[config.mk]
export PLATFORM = sky130hd
export DESIGN_NAME = knn_top10_distance_scan
export DESIGN_NICKNAME = d
export VERILOG_FILES = /design/src/hdl/knn_pkg.sv /design/src/hdl/knn_dp.sv /design/src/hdl/knn_ctrl.sv /design/src/hdl/knn_top10_distance_scan.sv
export SDC_FILE = /design/constraint.sdc
export NUM_CORES = 1
export LEC_CHECK = 0
export BUFFER_PORTS_ARGS = -buffer_cell sky130_fd_sc_hd__clkbuf_2
export CAP_MARGIN = 20
export CORE_MARGIN = 5
export CORE_UTILIZATION = 45
export CTS_BUF_LIST = sky130_fd_sc_hd__clkbuf_4 sky130_fd_sc_hd__clkbuf_8
export CTS_CLUSTER_DIAMETER = 200
export DETAILED_ROUTE_END_ITERATION = 8
export PLACE_DENSITY_LB_ADDON = 0.08
export SYNTH_ARGS = -nofsm -noshare
export SYNTH_HDL_FRONTEND = slang
export SYNTH_SLANG_ARGS = --single-unit
[constraint.sdc]
create_clock -name clk -period 16.02 [get_ports clk]
set_input_delay 0 -clock clk [delete_from_list [all_inputs] [get_ports clk]]
set_output_delay 0 -clock clk [all_outputs]
set_load 0.02 [all_outputs]
[src/hdl/knn_pkg.sv]
`timescale 1ns / 1ps

package knn_pkg;

  localparam int DistW   = 24;
  localparam int CandIdW = 20;
  localparam int NidW    = 21;
  localparam int RankW   = 4;
  localparam int ElemW   = 8;

  typedef logic [DistW-1:0]   dist_t;
  typedef logic [CandIdW-1:0] cand_id_t;
  typedef logic [RankW-1:0]   rank_t;

  // An empty slot holds the all-ones distance.
  localparam dist_t DIST_MAX = {DistW{1'b1}};

  // Request codes.
  localparam logic REQ_ELEM = 1'b0;
  localparam logic REQ_END  = 1'b1;

  // Commands from the controller to the datapath.
  typedef struct packed {
    logic  acc;   // accumulate one element pair
    logic  fin;   // the pair closes its candidate
    logic  clr;   // drop the running sum
    logic  ins;   // insert the finished candidate into the list
    logic  emit;  // load the head slot into the output register and shift
    rank_t rank;
    logic  last;
  } knn_cmd_t;

endpackage

[src/hdl/knn_dp.sv]
`timescale 1ns / 1ps

module knn_dp #(
  parameter int TOP_K = 10
) (
  input  logic                           clk,
  input  logic                           rst_n,
  input  knn_pkg::knn_cmd_t              cmd,
  input  logic [knn_pkg::ElemW-1:0]      in_query_elem,
  input  logic [knn_pkg::ElemW-1:0]      in_base_elem,
  input  knn_pkg::cand_id_t              in_cand_id,
  output knn_pkg::rank_t                 out_rank,
  output logic signed [knn_pkg::NidW-1:0] out_neighbor_id,
  output knn_pkg::dist_t                 out_distance,
  output logic                           out_list_last
);

  knn_pkg::dist_t    accum_r;
  knn_pkg::dist_t    fin_dist_r;
  knn_pkg::cand_id_t fin_id_r;
  knn_pkg::dist_t    dist_r [TOP_K];
  knn_pkg::cand_id_t id_r   [TOP_K];
  logic [TOP_K-1:0]  lt;

  logic [knn_pkg::ElemW-1:0]     diff;
  logic [2*knn_pkg::ElemW-1:0]   term;
  logic [knn_pkg::DistW:0]       sum;
  knn_pkg::dist_t                sat;

  knn_pkg::rank_t                   out_rank_r;
  logic signed [knn_pkg::NidW-1:0]  out_neighbor_id_r;
  knn_pkg::dist_t                   out_distance_r;
  logic                             out_list_last_r;

  // Squared difference and saturating running sum.
  assign diff = (in_query_elem >= in_base_elem) ? in_query_elem - in_base_elem
                                                : in_base_elem - in_query_elem;
  assign term = diff * diff;
  assign sum  = {1'b0, accum_r} + (knn_pkg::DistW + 1)'(term);
  assign sat  = sum[knn_pkg::DistW] ? knn_pkg::DIST_MAX : sum[knn_pkg::DistW-1:0];

  always_ff @(posedge clk) begin
    if (!rst_n) begin
      accum_r <= '0;
    end else if (cmd.clr) begin
      accum_r <= '0;
    end else if (cmd.acc) begin
      accum_r <= cmd.fin ? '0 : sat;
    end
  end

  always_ff @(posedge clk) begin
    if (cmd.acc && cmd.fin) begin
      fin_dist_r <= sat;
      fin_id_r   <= in_cand_id;
    end
  end

  // Each slot either takes the candidate, takes its upper neighbor during an
  // insert, or takes its lower neighbor while the list drains.
  for (genvar g = 0; g < TOP_K; g++) begin : g_slot
    knn_pkg::dist_t    ins_dist;
    knn_pkg::cand_id_t ins_id;
    knn_pkg::dist_t    sh_dist;
    knn_pkg::cand_id_t sh_id;

    assign lt[g] = fin_dist_r < dist_r[g];

    if (g == 0) begin : g_head
      assign ins_dist = fin_dist_r;
      assign ins_id   = fin_id_r;
    end else begin : g_body
      assign ins_dist = lt[g-1] ? dist_r[g-1] : fin_dist_r;
      assign ins_id   = lt[g-1] ? id_r[g-1]   : fin_id_r;
    end

    if (g == TOP_K - 1) begin : g_tail
      assign sh_dist = knn_pkg::DIST_MAX;
      assign sh_id   = id_r[g];
    end else begin : g_mid
      assign sh_dist = dist_r[g+1];
      assign sh_id   = id_r[g+1];
    end

    always_ff @(posedge clk) begin
      if (!rst_n) begin
        dist_r[g] <= knn_pkg::DIST_MAX;
      end else if (cmd.ins && lt[g]) begin
        dist_r[g] <= ins_dist;
      end else if (cmd.emit) begin
        dist_r[g] <= sh_dist;
      end
    end

    always_ff @(posedge clk) begin
      if (cmd.ins && lt[g]) begin
        id_r[g] <= ins_id;
      end else if (cmd.emit) begin
        id_r[g] <= sh_id;
      end
    end
  end

  // A slot is empty exactly when it holds the all-ones distance.
  always_ff @(posedge clk) begin
    if (cmd.emit) begin
      out_rank_r      <= cmd.rank;
      out_list_last_r <= cmd.last;
      out_distance_r  <= dist_r[0];
      out_neighbor_id_r <= (dist_r[0] == knn_pkg::DIST_MAX) ? '1
                                                             : $signed({1'b0, id_r[0]});
    end
  end

  assign out_rank        = out_rank_r;
  assign out_neighbor_id = out_neighbor_id_r;
  assign out_distance    = out_distance_r;
  assign out_list_last   = out_list_last_r;

endmodule

[src/hdl/knn_ctrl.sv]
`timescale 1ns / 1ps

module knn_ctrl #(
  parameter int TOP_K = 10
) (
  input  logic              clk,
  input  logic              rst_n,
  input  logic              in_valid,
  input  logic              in_req_type,
  input  logic              in_elem_last,
  output logic              in_stall,
  output logic              out_valid,
  input  logic              out_stall,
  output knn_pkg::knn_cmd_t cmd
);

  localparam int CntW = (TOP_K > 1) ? $clog2(TOP_K) : 1;
  localparam logic [CntW-1:0] LastCnt = CntW'(TOP_K - 1);

  localparam logic [1:0] S_RUN    = 2'd0;
  localparam logic [1:0] S_INSERT = 2'd1;
  localparam logic [1:0] S_EMIT   = 2'd2;

  logic [1:0]      state_r, state_nxt;
  logic [CntW-1:0] cnt_r, cnt_nxt;
  logic            out_valid_r, out_valid_nxt;
  logic            accept;
  logic            out_free;

  assign accept   = in_valid && (state_r == S_RUN);
  assign out_free = !out_valid_r || !out_stall;

  always_comb begin
    state_nxt = state_r;
    cnt_nxt   = cnt_r;
    cmd       = '0;
    unique case (state_r)
      S_RUN: begin
        if (accept) begin
          if (in_req_type == knn_pkg::REQ_END) begin
            cmd.clr   = 1'b1;
            cnt_nxt   = '0;
            state_nxt = S_EMIT;
          end else begin
            cmd.acc = 1'b1;
            cmd.fin = in_elem_last;
            if (in_elem_last) begin
              state_nxt = S_INSERT;
            end
          end
        end
      end
      S_INSERT: begin
        cmd.ins   = 1'b1;
        state_nxt = S_RUN;
      end
      S_EMIT: begin
        if (out_free) begin
          cmd.emit = 1'b1;
          cmd.rank = knn_pkg::rank_t'(cnt_r);
          cmd.last = (cnt_r == LastCnt);
          if (cnt_r == LastCnt) begin
            state_nxt = S_RUN;
          end else begin
            cnt_nxt = CntW'(cnt_r + 1'b1);
          end
        end
      end
      default: begin
        state_nxt = S_RUN;
      end
    endcase
    out_valid_nxt = cmd.emit || (out_valid_r && out_stall);
  end

  always_ff @(posedge clk) begin
    if (!rst_n) begin
      state_r     <= S_RUN;
      cnt_r       <= '0;
      out_valid_r <= 1'b0;
    end else begin
      state_r     <= state_nxt;
      cnt_r       <= cnt_nxt;
      out_valid_r <= out_valid_nxt;
    end
  end

  assign in_stall  = (state_r != S_RUN);
  assign out_valid = out_valid_r;

endmodule

[src/hdl/knn_top10_distance_scan.sv]
`timescale 1ns / 1ps
// Channel   | Direction | Handshake           | Payload
// ----------+-----------+---------------------+--------------------------------------------
// in_       | input     | in_valid / in_stall | req_type, query_elem, base_elem, cand_id,
//           |           |                     | elem_last
// out_      | output    | out_valid/out_stall | rank, neighbor_id, distance, list_last
//
// Each element pair is accepted in the run state; the pair that closes a candidate
// is followed by the insert state, in which the ten-slot list does its parallel insert.
// An end-of-query item sends the controller to the drain, which emits TOP_K ranks as
// the list drains one slot per cycle through the output register while out_stall is low.
// Reset (rst_n low, synchronous) empties the list and clears the running sum.
// The input stalls while an insert or a drain is in progress; out_stall only holds
// the output register and the drain.

module knn_top10_distance_scan #(
  parameter int TOP_K = 10
) (
  input  logic                            clk,
  input  logic                            rst_n,
  input  logic                            in_valid,
  output logic                            in_stall,
  input  logic                            in_req_type,
  input  logic [knn_pkg::ElemW-1:0]       in_query_elem,
  input  logic [knn_pkg::ElemW-1:0]       in_base_elem,
  input  knn_pkg::cand_id_t               in_cand_id,
  input  logic                            in_elem_last,
  output logic                            out_valid,
  input  logic                            out_stall,
  output knn_pkg::rank_t                  out_rank,
  output logic signed [knn_pkg::NidW-1:0] out_neighbor_id,
  output knn_pkg::dist_t                  out_distance,
  output logic                            out_list_last
);

  // The controller sequences transfers and issues one command word per cycle;
  // the datapath holds the running sum, the sorted list and the output register.
  knn_pkg::knn_cmd_t cmd;

  knn_ctrl #(
    .TOP_K(TOP_K)
  ) u_ctrl (
    .clk         (clk),
    .rst_n       (rst_n),
    .in_valid    (in_valid),
    .in_req_type (in_req_type),
    .in_elem_last(in_elem_last),
    .in_stall    (in_stall),
    .out_valid   (out_valid),
    .out_stall   (out_stall),
    .cmd         (cmd)
  );

  // The list is kept sorted with ties going to the earlier candidate, so a drain
  // always reads the head slot and shifting TOP_K times leaves the list empty.
  knn_dp #(
    .TOP_K(TOP_K)
  ) u_dp (
    .clk            (clk),
    .rst_n          (rst_n),
    .cmd            (cmd),
    .in_query_elem  (in_query_elem),
    .in_base_elem   (in_base_elem),
    .in_cand_id     (in_cand_id),
    .out_rank       (out_rank),
    .out_neighbor_id(out_neighbor_id),
    .out_distance   (out_distance),
    .out_list_last  (out_list_last)
  );

endmodule

==> results.cfg <==
[run_status]
status = finished, final reports clean

[critical_path]
r2r_cells = 16
start_kind = input port
criticalPathCategory = in2reg
worstPathArrival_ns = 7.47
worstReg2RegEnd = u_dp.accum_r[18]$_SDFFE_PP0P_
cp_max_fo = 23
required_ns = 16.61
cp-end-kind = flop
ff2ff_setup_slack_ns = 10.77
reg2reg_from = u_dp.accum_r[7]$_SDFFE_PP0P_

[finish]
multi_input_area_sq_mm = 0.01649
synthToLayoutAreaGrowth_pct = 11.57
ff_latch_area_sq_mm = 0.01666
fin_cells = 4543
final_layout_size_suffix_gt1_share_pct = 10.66
nets = 3788
fillerInstances = 7094

[sta]
worst_slack_ns = 9.142
finalMaxSlewViolations = 0
worstMarginPinSlew_ns = 1.062
fmax_mhz = 145.4
max_slew_margin_pct = 29.17
rsz0062_at_grt = false
hold_viol_final = 0
fin_crit_ns = 6.878
setup-tns-final_ns = 0
setup_viol = 0
period_share_pct = 42.94
clock_skew_ns = 0.05794

[placement]
place_inst = 4303
dp_hpwl_mm = 65.87
io_buffers = 93
finalWeightedCongestion = 0.8641
place_ws_ns = 8.444

[drt]
vias = 25962
routed_wl_mm = 89.27
drtPass1Iterations = 5
wl_per_cell_um = 19.65
drc_errors = 0
first_iter_violations = 2390
routed_via_density = 5.715
ant_nets = 0

[cts]
htree_levels = 3
clock_latency_ns = 0.73
cts.sinks = 565
cts_made_buffers = 101
post_cts_resized = 0
path_clk_slew_ns = 0.06
ctsLongestPathBuffers = 3
clk_root_buffer_cell = clkbuf_8
cts_tree = done

[power]
p_leak_nw = 17.33
power_per_cell_area_mw_per_mm2 = 127.4
irDropWorstVdd_mv = 0.2277

[die]
die-area_sq_mm = 0.08398
die_h_um = 289.8
core_area_sq_mm = 0.07759
start_util_pct = 45.40
die_w_um = 289.8
num_io_pins = 94
rows = 102

[run]
cap_violations = 0

[worst_hold_path]
hold_class = in2reg
hold_depth = 2
min_from = in_cand_id[18]
whs_endpoint = u_dp.fin_id_r[18]$_DFFE_PP_

[grt]
grt_usage_pct = 20.82
grt_overflow = 0
grt_first_pass_wirelength_mm = 140.6
antenna_found_initial = 3
grt_pass1_vias = 25706
grt_start_max_net_pins = 130

[synthesis]
synthesis.instances = 3331
async_flop_share_pct = 0
synth-edff-count = 534
ys_seq_area_share_pct = 47.28
synth.avg_cell_area_sq_um = 10.58
syn_nets = 3703
yosys_warnings = 0
syn_area_sq_mm = 0.03523
synth_seq_cells = 565
synth_ff_type = edfxtp_1
synthDistinctLibCells = 78
## flip-flops by register name (all words and copies together) (netlist names)
signal	cells
u_dp.dist_r	240
u_ctrl.cnt_r	4
u_dp.id_r	200
u_ctrl.out_valid	1
u_dp.out_rank	4
u_dp.out_distance	24
u_dp.accum_r	24
u_dp.fin_id_r	20
u_dp.fin_dist_r	24
u_dp.out_list_last	1
u_ctrl.state_r	2
u_dp.out_neighbor_id	21
## metrics by stage
step / hold slack, ns / power, W / util [%] / area (sq um)
finish: 0.07306 / 0.005006 / 50.65 / 39300
global route: 0.04081 / 0.005372 / 50.65 / 39300
CTS: 0.007932 / 0.005042 / 50.63 / 39280
detailed placement: 0.1791 / 0.003614 / 47.30 / 36700
global placement: 0.1795 / 0.003555 / 47.26 / 36670
floorplan: 0.09887 / 0.003181 / - / 35230
## kinds of logic after synthesis
| family | Yosys count | synth area share, % |
|---|---|---|
| flops | 565 | 47.28 |
| xor+xnor | 25 | 0.7281 |
| mux | 255 | 7.323 |
| compound gates | 835 | 16.03 |
| simple gates | 754 | 9.820 |
| fa+ha+maj | 330 | 12.55 |
| buf+inv | 567 | 6.269 |
## cells in the final DEF, fill, tap and decap left out, types with 11 or more instances in the layout
cell type / instances
nor2_1: 97
nand4_1: 35
clkbuf_4: 35
o22ai_1: 21
mux2_1: 20
nand3_1: 89
fa_1: 39
clkbuf_8: 113
o211ai_1: 120
a32oi_1: 23
nor2b_1: 18
nand2b_1: 40
ha_1: 291
a22oi_1: 115
or3_1: 24
nand2_1: 361
dlygate4sd3_1: 49
xnor2_1: 13
edfxtp_1: 534
inv_1: 336
a211oi_1: 16
a2bb2oi_1: 47
o21ai_1: 98
o221ai_1: 23
a21oi_1: 103
mux2i_1: 233
o21ai_2: 11
buf_4: 64
o21ai_0: 120
a22o_1: 20
a21o_1: 41
dfxtp_1: 31
a31oi_1: 11
clkbuf_2: 93
and3_1: 12
clkinv_1: 23
nor3_1: 32
## synth_stat cells, drive strengths merged (89+ instances only)
library cell / count / area, sq um
a21oi: 104 / 520.5
a22oi: 115 / 863.3
clkbuf: 179 / 671.9
edfxtp: 534 / 16040
ha: 291 / 3641
inv: 340 / 1276
mux2i: 233 / 2332
nand2: 361 / 1355
nand3: 89 / 445.4
nor2: 103 / 396.6
o211ai: 120 / 900.9
o21ai: 229 / 1150
## worst max-delay path by stage
| stage | startpoint | end | slack (ns) | cells past startpoint |
|---|---|---|---|---|
| floorplan | in_query_elem[0] | u_dp.fin_dist_r[22]$_DFFE_PP_ | 9.57 | 25 |
| global placement | in_query_elem[3] | u_dp.accum_r[18]$_SDFFE_PP0P_ | 8.61 | 23 |
| detailed placement | in_query_elem[3] | u_dp.accum_r[18]$_SDFFE_PP0P_ | 8.44 | 23 |
| CTS | in_query_elem[3] | u_dp.accum_r[18]$_SDFFE_PP0P_ | 9.21 | 23 |
| global route | in_query_elem[3] | u_dp.accum_r[18]$_SDFFE_PP0P_ | 8.74 | 23 |
| finish | in_query_elem[3] | u_dp.accum_r[18]$_SDFFE_PP0P_ | 9.14 | 23 |
## critical path, stage by stage
cell      delay (ns)
clkbuf_2        0.09
inv_1           0.04
ha_1            0.40
a21oi_1         0.38
a311oi_2        0.20
a211oi_4        0.47
mux2_2          0.45
xnor2_1         0.54
nor2_1          0.16
fa_1            0.56
fa_1            0.52
fa_1            0.55
inv_1           0.05
fa_1            0.53
inv_1           0.04
ha_1            0.37
a211oi_1        0.23
o211ai_1        0.17
a311oi_1        0.28
o211ai_1        0.20
nand3_1         0.68
o21ai_0         0.25
a22o_1          0.29
## per-layer routing
metal / part of all wire (%) / routed length, um / track usage, % / vias to the layer above
met5: 0 / 0 / 0 / -
met4: 1.9 / 1697 / 5.399 / 0
met3: 6.8 / 6061 / 3.490 / 108
met2: 44 / 39520 / 32.00 / 899
met1: 47 / 42000 / 30.77 / 12478
li1: - / - / - / 12477
## final cells by class
class                   instances  share of cell area (%)
flip-flops and latches        565                   42.38
multi-input cells            2199                   41.95
clock buffers                 148                   4.625
repair buffers                209                   3.750
well taps                    1040                   3.311
inverters                     340                   3.266
clock inverters                38                  0.6972
diodes                          4                 0.02547
## timing repair
item / 4_1_cts / 5_1_grt
hold buffers: 49 / 0
hold endpoints to repair: 51 / 0
setup buffers: 0 / 0
## power breakdown
part	switching, W	leakage, nW	internal (W)
registers	0.0000487	4.62	0.00176
logic	0.00110	11.6	0.000694
clock network	0.000632	1.11	0.000766
total	0.00178	17.3	0.00322
No activity file was read; power rests on OpenSTA's default activity.
